$ cat config.mk
export PLATFORM = sky130hd
export DESIGN_NAME = esp_queue
export DESIGN_NICKNAME = d
export VERILOG_FILES = /design/src/esp_pkg.sv /design/src/esp_queue.sv
export SDC_FILE = /design/constraint.sdc
export NUM_CORES = 1
export LEC_CHECK = 0
export ABC_AREA = 1
export BUFFER_PORTS_ARGS = -buffer_cell sky130_fd_sc_hd__buf_2
export CELL_PAD_IN_SITES_DETAIL_PLACEMENT = 0
export CELL_PAD_IN_SITES_GLOBAL_PLACEMENT = 1
export CORE_AREA = 2 2 49 51
export CTS_BUF_LIST = sky130_fd_sc_hd__clkbuf_2
export CTS_CLUSTER_SIZE = 12
export DETAILED_ROUTE_END_ITERATION = 6
export DIE_AREA = 0 0 51 53
export GPL_TIMING_DRIVEN = 0
export PLACE_DENSITY_LB_ADDON = 0.1
export RECOVER_POWER = 25
export SLEW_MARGIN = 0
export SYNTH_ARGS = -nofsm -noshare
export SYNTH_HDL_FRONTEND = slang
export SYNTH_SLANG_ARGS = --single-unit
$ cat constraint.sdc
create_clock -name clk -period 2.1 [get_ports clk]
set_input_delay 0.63 -clock clk [delete_from_list [all_inputs] [get_ports clk]]
set_output_delay 0.63 -clock clk [all_outputs]
set_load 0.005 [all_outputs]
$ cat src/esp_pkg.sv
// Shared widths, register indexes and the job header type for the set packing core.
package esp_pkg;

  localparam int MASK_W  = 64;  // set_mask field width
  localparam int COUNT_W = 5;   // set_count register width
  localparam int CODE_W  = 17;  // subset code and range register width
  localparam int BEST_W  = 5;   // best_packing field width
  localparam int CFG_W   = 17;  // configuration write data width
  localparam int CIDX_W  = 2;   // configuration register index width

  typedef enum logic [CIDX_W-1:0] {
    REG_SET_COUNT   = 2'd0,
    REG_RANGE_START = 2'd1,
    REG_RANGE_END   = 2'd2
  } cfg_reg_t;

  // Everything the back end needs about one finished load, except the conflict matrix.
  typedef struct packed {
    logic [COUNT_W-1:0] count;
    logic [CODE_W-1:0]  range_start;
    logic [CODE_W-1:0]  range_end;
  } job_hdr_t;

endpackage

$ cat src/esp_queue.sv
// Two-entry job queue between the load side and the enumerator.
module esp_queue import esp_pkg::*; #(
  parameter int WIDTH = 8
) (
  input  logic             clk,
  input  logic             rst,
  input  logic             push,
  input  logic [WIDTH-1:0] push_data,
  output logic             full,
  input  logic             pop,
  output logic [WIDTH-1:0] pop_data,
  output logic             empty
);

  logic [WIDTH-1:0] slot [2];
  logic             wr_ptr;
  logic             rd_ptr;
  logic [1:0]       fill;

  assign full     = (fill == 2'd2);
  assign empty    = (fill == 2'd0);
  assign pop_data = slot[rd_ptr];

  always_ff @(posedge clk) begin
    if (rst) begin
      wr_ptr <= 1'b0;
      rd_ptr <= 1'b0;
      fill   <= 2'd0;
    end else begin
      if (push) begin
        wr_ptr <= !wr_ptr;
      end
      if (pop) begin
        rd_ptr <= !rd_ptr;
      end
      fill <= fill + 2'(push) - 2'(pop);
    end
  end

  always_ff @(posedge clk) begin
    if (push) begin
      slot[wr_ptr] <= push_data;
    end
  end

endmodule

==> flow_summary_export.csv, run 1 <==
group,metric,value,unit
outcome,status,"complete, no violations",
critical_path,worstRegToRegCells,1,
critical_path,criticalPathCategory,"register to output port",
floorplanning,start_util,0.389,
synthesis,synth_cell_type_count,12,
timing,timing.fmax,529,MHz
timing,finalCritPeriodShare,0.900,
clock_network,htree_num_levels,1,
routing,routed_wl,1110,um
critical_path,arrival,1.26,ns
hold_path,hp-start,"push_data[6]",
place,hpwl,813,um
clock_network,hold_buffers,0,
critical_path,crit_path_cell_trace,"buf_6 > mux2_4 > buf_2",
grt,track_usage,0.0982,
floorplanning,die_w,51,um
synthesis,syn-instance-count,56,
place,port_buffers,21,
routing,drtIter0Drc,4,
finish,final_nets,96,
synthesis,yosys_warnings,0,
finish,drive_above_1_share,0.383,
synthesis,ys_seq_area_frac,0.695,
synthesis,netlist_area,836,um^2
finish,area_growth,18.7,%
routing,dr_total_vias,463,
clock_network,cts_tree,"built",
timing,fin_tns_setup,0,ns
pwr,vdd_drop_max,0.000422,V
clock_network,clock-root-buffer,"clkbuf_2",
timing,maxSlewViolCount,0,
critical_path,end_kind,"output port",
synthesis,synthesis.nets,70,
critical_path,reg2reg_to,"slot[0][0]$_DFFE_PP_",
timing,slew_headroom,0.519,
critical_path,crit_path_start_kind,"register",
critical_path,worstReg2RegStart,"wr_ptr$_SDFFE_PP0P_",
timing,hold_viol,0,
timing,worst_slack,0.211,ns
routing,vias_per_cell,4.25,
hold_path,hold_end,"slot[0][6]$_DFFE_PP_",
synthesis,syn_avg_cell_area,14.9,um^2
clock_network,cts.clk_slew.worst_paths,0.19,ns
routing,antenna_left,0,
timing,rsz0062_at_grt,"no",
grt,grt.overflow.total,0,
hold_path,whs_path_depth,1,
floorplanning,dieArea,2700,um^2
floorplanning,num_io_pins,22,
clock_network,numCtsBuffers,3,
timing,clock_skew,0.0108,ns
timing,finalSetupViolCount,0,
routing,wl_per_cell,10.2,um
critical_path,crit_required,1.47,ns
clock_network,cts.sinks,21,
finish,final_cell_mix,"buf_2, edfxtp_1, inv_1, mux2_4, nor2_1",
critical_path,slowest_stage,"dfxtp_1",
grt,grt_pass1_vias,405,
routing,drc,0,
timing,fin_crit,1.89,ns
critical_path,regToRegSetupSlack,0.84,ns
clock_network,cts.repair.resized,0,
finish,seq_area,581,um^2
place,place.gp.congestion,0.621,
grt,antenna_found_initial,0,
flow_run,max-cap-violations,0,
pwr,total_leakage_power,0.000436,uW
finish,fillers,223,
clock_network,clk-insertion-delay-late,0.32,ns
finish,antenna_cells,0,
clock_network,cts.path.max_buffers,2,
pwr,powerDensity,776,nW/um^2
finish,multiInputGateArea,214,um^2
finish,mostFrequentLayoutCell,"buf_2",
timing,tightest_slew,0.719,ns
place,dpl_worst_slack,0.361,ns
critical_path,cp_slowest_stage_delay,0.36,ns
clock_network,postCtsSetupRepairBufs,0,
floorplanning,die_y,53,um
hold_path,hp-class,"input port to register",
grt,grt_max_degree,13,
grt,grt_pass1_wl,1790,um
floorplanning,core_area,2150,um^2
floorplanning,std_cell_rows,17,
routing,dr.pass1.iters,4,
critical_path,worstPathMaxFanout,8,
synthesis,synth-seq-cells,21,
flip-flops by register name, indices dropped and copies added, names as in the netlist, named ones only:
signal,cells
fill,2
rd_ptr,1
wr_ptr,1
slot,16
worst max-delay path: cells and delay by family, from the launching register on:
family,cells,cell delay (ns)
multiplexers,1,0.31
flip-flops,1,0.36
buffers and inverters,2,0.29
per-layer routing:
layer	share of wire	track usage	vias up	wire [um]
met2	0.47	0.143	16	519
met3	0.068	0.0254	4	75
li1	-	-	239	-
met5	0	0	-	0
met1	0.43	0.122	204	481
met4	0.027	0.0811	0	30
worst max path at each step:
stage	startpoint	endpoint	slack, ns	depth (start not counted)
floorplan	push	slot[0][0]$_DFFE_PP_	0.71	2
global placement	push	slot[0][0]$_DFFE_PP_	0.37	3
detailed placement	push	slot[0][0]$_DFFE_PP_	0.36	3
CTS	register	pop_data[3]	0.17	3
global route	register	pop_data[6]	0.12	3
finish	register	pop_data[6]	0.21	3
metrics by stage:
| step | power (uW) | hold slack, ns | cells | utilization | cell area, um^2 |
|---|---|---|---|---|---|
| final | 770 | 0.483 | 109 | 0.462 | 992 |
| after global routing | 821 | 0.440 | 109 | 0.462 | 992 |
| after CTS | 784 | 0.469 | 109 | 0.464 | 996 |
| after detailed placement | 623 | 0.508 | 105 | 0.454 | 976 |
| after global placement | 621 | 0.496 | 105 | 0.454 | 976 |
| after floorplan | 575 | 0.480 | 56 | - | 836 |
cell families (layout without fill, tap and decap cells):
logic type                 count (synthesis)  in the layout  synth area share
buffers and inverters                      9             34            0.0494
xor gates and xnor gates                   1              1            0.0105
adders and majority gates                  2              2            0.0299
AOI/OAI and AO/OA                          1              1           0.00598
DFF                                       21             21             0.695
and+or+nand+nor                           14             14            0.0659
muxes                                      8              8             0.144
cells in the mapped netlist:
cell	n	area [um^2]
nand2_1	4	15.0
inv_1	8	30.0
nand3_1	1	5.00
a21oi_1	1	5.00
edfxtp_1	16	480
dfxtp_1	5	100
xnor2_1	1	8.76
buf_6	1	11.3
nor3_1	1	5.00
nor2_1	8	30.0
ha_1	2	25.0
mux2_4	8	120
final cells by class:
cell class / instances / share of cell area
Clock buffer: 3 / 0.0151
Clock inverter: 1 / 0.00504
Multi-Input combinational cell: 26 / 0.216
Tap cell: 28 / 0.0353
Sequential cell: 21 / 0.585
Timing Repair Buffer: 21 / 0.102
Inverter: 8 / 0.0303
Buffer: 1 / 0.0113
where the power goes:
part	leakage (uW)	switching [uW]	internal [uW]
logic	0.000228	55.4	66.7
registers	0.000192	10.2	477
clock network	0.0000164	118	43.1
total	0.000436	183	587
Power figures use the tool's default switching activity.
==> inputs of run 2 (changes only) <==
BUFFER_PORTS_ARGS = -buffer_cell sky130_fd_sc_hd__clkbuf_2   (was -buffer_cell sky130_fd_sc_hd__buf_2)
==> run 2 against run 1 <==
Net effect:
- sequential power barely moved
- highest routed layer unchanged
- global-route usage rose by 0.11 points
- sequential cell count did not move
- worst hold slack improved by 0.014 ns
- utilization fell by 0.12 points
- cell count did not move
- largest cell class unchanged
- clock skew fell by 0.0031 ns
- non-clock buffer count did not move
==> flow_summary_export.csv, run 2 (synthesis gave the netlist of run 1 again) <==
group,metric,value,unit
pwr,total_leakage_power,0.000434,uW
floorplanning,start_util,0.389,
critical_path,criticalPathCategory,"register to output port",
critical_path,end_kind,"output port",
clock_network,cts.sinks,21,
critical_path,arrival,1.24,ns
grt,busiest_layer,"met2",
finish,final_cell_mix,"clkbuf_2, edfxtp_1, inv_1, mux2_4, nor2_1",
finish,final_nets,96,
grt,grt_pass1_vias,398,
finish,mostFrequentLayoutCell,"clkbuf_2",
critical_path,critPathCapture,"pop_data[6]",
timing,slew_headroom,0.514,
clock_network,cts.path.max_buffers,2,
clock_network,clock-root-buffer,"clkbuf_2",
routing,drtIter0Drc,5,
hold_path,hp-class,"input port to register",
place,port_buffers,21,
timing,maxSlewViolCount,0,
timing,finalSetupViolCount,0,
floorplanning,std_cell_rows,17,
grt,track_usage,0.0993,
clock_network,cts.clk_slew.worst_paths,0.18,ns
outcome,status,"complete, no violations",
timing,clock_skew,0.00766,ns
clock_network,postCtsSetupRepairBufs,0,
flow_run,max-cap-violations,0,
timing,rsz0062_at_grt,"no",
clock_network,htree_num_levels,1,
routing,vias_per_cell,4.34,
floorplanning,die_y,53,um
floorplanning,die_w,51,um
timing,fin_tns_setup,0,ns
critical_path,crit_required,1.47,ns
routing,wl_per_cell,10.4,um
critical_path,worstRegToRegCells,1,
clock_network,clk-insertion-delay-late,0.31,ns
routing,drc,0,
finish,area_growth,18.4,%
clock_network,cts_tree,"built",
floorplanning,core_area,2150,um^2
finish,reg.largest.list,"slot (16), fill (2)",
clock_network,cts.repair.resized,0,
grt,use_met3,0.0254,
grt,grt_max_degree,13,
critical_path,worstReg2RegStart,"wr_ptr$_SDFFE_PP0P_",
critical_path,worstPathMaxFanout,8,
critical_path,reg2reg_to,"slot[0][1]$_DFFE_PP_",
timing,tightest_slew,0.726,ns
clock_network,numCtsBuffers,3,
grt,grt_pass1_wl,1750,um
place,place.gp.congestion,0.621,
critical_path,crit_path_start_kind,"register",
timing,timing.fmax,536,MHz
grt,antenna_found_initial,0,
timing,finalCritPeriodShare,0.889,
pwr,finalPower,766,uW
pwr,powerDensity,774,nW/um^2
routing,dr.pass1.iters,4,
finish,antenna_cells,0,
finish,largest_register,"slot",
pwr,vdd_drop_max,0.000496,V
floorplanning,num_io_pins,22,
routing,routed_wl,1130,um
clock_network,hold_buffers,0,
routing,dr_total_vias,473,
finish,post-route-util,0.461,
hold_path,hp-start,"push_data[6]",
grt,gr-usage-met1,0.111,
place,hpwl,829,um
finish,drive_above_1_share,0.358,
floorplanning,dieArea,2700,um^2
critical_path,regToRegSetupSlack,0.83,ns
routing,antenna_left,0,
timing,hold_viol,0,
grt,grt.overflow.total,0,
timing,fin_crit,1.87,ns
grt,grt_use_met2,0.154,
finish,largest_reg_flops,16,
==> run 2: cell count changes in the layout (fill, tap and decap cells not counted) <==
cell,change
clkbuf_1,+3
buf_1,-1
buf_2,-18
clkbuf_2,+16
==> run 2: layout make-up <==
type / instances / area [um^2]
tap: 28 / 35.0
fill: 214 / 1160
sequential: 21 / 581
clock inverter: 1 / 5.00
multi-input combinational: 26 / 214
inverter: 8 / 30.0
timing repair buffer: 21 / 98.8
buffer: 1 / 11.3
clock buffer: 3 / 15.0
==> run 2: through the flow <==
step / setup WS [ns] / hold WS (ns) / cells / instance area [um^2]
after global placement: 0.360 / 0.497 / 105 / 976
after global routing: 0.127 / 0.444 / 109 / 990
after detailed placement: 0.351 / 0.508 / 105 / 976
after floorplan: 0.711 / 0.480 / 56 / 836
after CTS: 0.194 / 0.483 / 109 / 996
final: 0.234 / 0.497 / 109 / 990
==> run 2: worst min path at each step <==
stage | endpoint | slack (ns) | cells after the start
3_5_place_dp | wr_ptr$_SDFFE_PP0P_ | 0.51 | 2
3_3_place_gp | wr_ptr$_SDFFE_PP0P_ | 0.50 | 2
4_1_cts | slot[0][2]$_DFFE_PP_ | 0.48 | 1
6_report | slot[1][6]$_DFFE_PP_ | 0.50 | 1
2_1_floorplan | register | 0.48 | 2
5_1_grt | slot[1][6]$_DFFE_PP_ | 0.44 | 1
==> run 2: metal layers <==
layer,vias to the layer above,wire [um]
li1,239,-
met5,-,0
met2,16,553
met3,4,58
met1,214,473
met4,0,42
==> run 2: where the power goes <==
group / internal, uW / total, uW / switching (uW) / leakage, uW
clock: 43.2 / 156 / 113 / 0.0000164
combinational: 66.2 / 123 / 56.9 / 0.000226
sequential: 477 / 487 / 10.7 / 0.000192
==> run 2: worst max-delay path, stage by stage (launching register included) <==
cell and delay (ns):
dfxtp_1 0.36, buf_6 0.16, mux2_4 0.31, clkbuf_2 0.11
==> inputs of run 3 (changes only) <==
ABC_AREA = not set   (was 1)
CORE_AREA = 2 2 47 49   (was 2 2 49 51)
DIE_AREA = 0 0 49 51   (was 0 0 51 53)
==> run 3 against run 2 <==
Net effect:
- non-clock buffer count stayed put
- fmax down 4.6%
- critical path depth did not move
- first-iteration DRC count is 20% higher
- sequential cell count stayed put
- worst setup slack lost 0.089 ns
- clock power barely moved
- global-route usage hardly changed
- via count is 9.1% lower
- cell area is 3.9% lower
- count of clock-buffer cells in the layout stayed put
- cell count down 9.2%
==> flow_summary_export.csv, run 3 <==
group,metric,value,unit
finish,antenna_cells,0,
routing,drc,0,
pwr,p_int,601,uW
clock_network,postCtsSetupRepairBufs,0,
clock_network,cts.repair.resized,0,
floorplanning,core_area,2060,um^2
clock_network,htree_num_levels,1,
routing,dr.pass1.iters,4,
place,place.gp.congestion,0.639,
timing,slew_headroom,0.522,
timing,finalSetupViolCount,0,
floorplanning,dieArea,2500,um^2
grt,grt_pass1_wl,1760,um
grt,grt_max_degree,13,
finish,area_growth,20.1,%
timing,timing.fmax,511,MHz
synthesis,syn_avg_cell_area,17.2,um^2
synthesis,synth_cell_type_count,11,
hold_path,hp-class,"input port to register",
floorplanning,die_w,49,um
pwr,vdd_drop_max,0.000410,V
clock_network,numCtsBuffers,3,
critical_path,slowest_stage,"mux2_2",
finish,final_cell_mix,"clkbuf_2, edfxtp_1, mux2_2, nor2_1, dfxtp_1",
pwr,total_leakage_power,0.000387,uW
synthesis,synth_top_cell_by_area,"edfxtp_1",
routing,dr_total_vias,430,
timing,fin_tns_setup,0,ns
clock_network,cts.path.max_buffers,2,
pwr,switching_power,180,uW
pwr,pwr-share-clk,0.202,
timing,clock_skew,0.00682,ns
finish,drive_above_1_share,0.465,
outcome,status,"complete, no violations",
critical_path,criticalPathCategory,"register to output port",
pwr,p_comb_frac,0.164,
timing,finalCritPeriodShare,0.931,
synthesis,post-synth-top-count-cell,"edfxtp_1",
grt,grt.overflow.total,0,
place,port_buffers,21,
finish,post-route-util,0.461,
clock_network,cts_tree,"built",
timing,maxSlewViolCount,0,
floorplanning,std_cell_rows,17,
critical_path,crit_path_start_kind,"register",
finish,mostFrequentLayoutCell,"clkbuf_2",
finish,largest_reg_flops,16,
synthesis,syn-instance-count,46,
floorplanning,num_io_pins,22,
pwr,powerDensity,821,nW/um^2
pwr,swShare,0.231,
grt,grt_pass1_vias,409,
synthesis,synth-seq-cells,21,
grt,track_usage,0.0998,
clock_network,cts.clk_slew.worst_paths,0.19,ns
critical_path,crit_path_cell_trace,"buf_2 > mux2_2 > clkbuf_2",
synthesis,synth_common_cells,"edfxtp_1, mux2_2, dfxtp_1, nor2_1, nor2b_1",
critical_path,worstPathMaxFanout,8,
routing,vias_per_cell,4.34,
critical_path,arrival,1.33,ns
flow_run,max-cap-violations,0,
synthesis,synthArstFlopShare,0,
clock_network,cts.sinks,21,
routing,wl_per_cell,10.7,um
synthesis,synthFlopType,"edfxtp_1",
timing,tightest_slew,0.715,ns
place,hpwl,776,um
critical_path,critPathTopFamily,"multiplexers",
critical_path,cp_slowest_stage_delay,0.36,ns
floorplanning,die_y,51,um
clock_network,clock-root-buffer,"clkbuf_2",
synthesis,yosys_warnings,0,
grt,antenna_found_initial,0,
finish,reg.largest.list,"slot (16), fill (2)",
floorplanning,start_util,0.384,
critical_path,cp_num_buf_inv,2,
synthesis,ys_seq_area_frac,0.733,
routing,drtIter0Drc,6,
finish,final_nets,86,
critical_path,crit_required,1.47,ns
timing,rsz0062_at_grt,"no",
synthesis,netlist_area,792,um^2
pwr,seqPwrFrac,0.634,
timing,hold_viol,0,
clock_network,hold_buffers,0,
synthesis,ys_top_cells_by_area,"edfxtp_1, dfxtp_1, mux2_2",
critical_path,end_kind,"output port",
synthesis,synth_edf_count,16,
synthesis,synthesis.nets,60,
finish,largest_register,"slot",
routing,routed_wl,1060,um
timing,fin_crit,1.96,ns
clock_network,clk-insertion-delay-late,0.31,ns
routing,antenna_left,0,
synthesis,synth_top_area_share,0.607,
## run 3: cells by family after synthesis
kind of cell | share of synthesized area
flip-flops | 0.733
AND/OR/NAND/NOR | 0.0553
multiplexers | 0.114
XOR/XNOR | 0.0506
buffers and inverters | 0.0158
adder cells (fa/ha/maj) | 0.0316
## run 3: layout make-up
class	instances	area (um^2)
timing repair buffer	21	104
inverter	2	7.51
buffer	1	5.00
fill	198	1110
tap	28	35.0
sequential	21	581
clock buffer	3	15.0
multi-input combinational	22	199
clock inverter	1	5.00
## run 3: final timing paths
path                       startpoint                   end  slack, ns  cells past startpoint
setup reg to reg   fill[0]$_SDFF_PP0_    fill[1]$_SDFF_PP0_       0.72                      6
setup / recovery             register           pop_data[5]       0.14                      3
hold / removal           push_data[1]  slot[1][1]$_DFFE_PP_       0.49                      1
hold reg to reg   rd_ptr$_SDFFE_PP0P_   rd_ptr$_SDFFE_PP0P_       0.55                      2
## run 3: routing by layer
layer,vias to the layer above,track usage,routed length [um]
met4,0,0.0714,22
li1,211,-,-
met3,4,0.0263,66
met1,201,0.117,454
met2,14,0.160,512
met5,-,0,0
## run 3: stage by stage
stage	worst slack, ns	area [um^2]	power, uW	cells	hold WS [ns]
after CTS	0.0899	952	796	99	0.480
after floorplan	0.534	792	583	46	0.480
final	0.144	951	781	99	0.491
after detailed placement	0.326	932	637	95	0.510
after global placement	0.330	932	635	95	0.503
after global routing	0.0246	951	822	99	0.465
## run 3: power by group through the flow
stage / sequential [uW] / clock (uW) / combinational (uW)
final: 495 / 158 / 128
after global routing: 500 / 180 / 143
after CTS: 495 / 168 / 133
after detailed placement: 505 / 0 / 132
after global placement: 504 / 0 / 131
after floorplan: 502 / 0 / 80.7
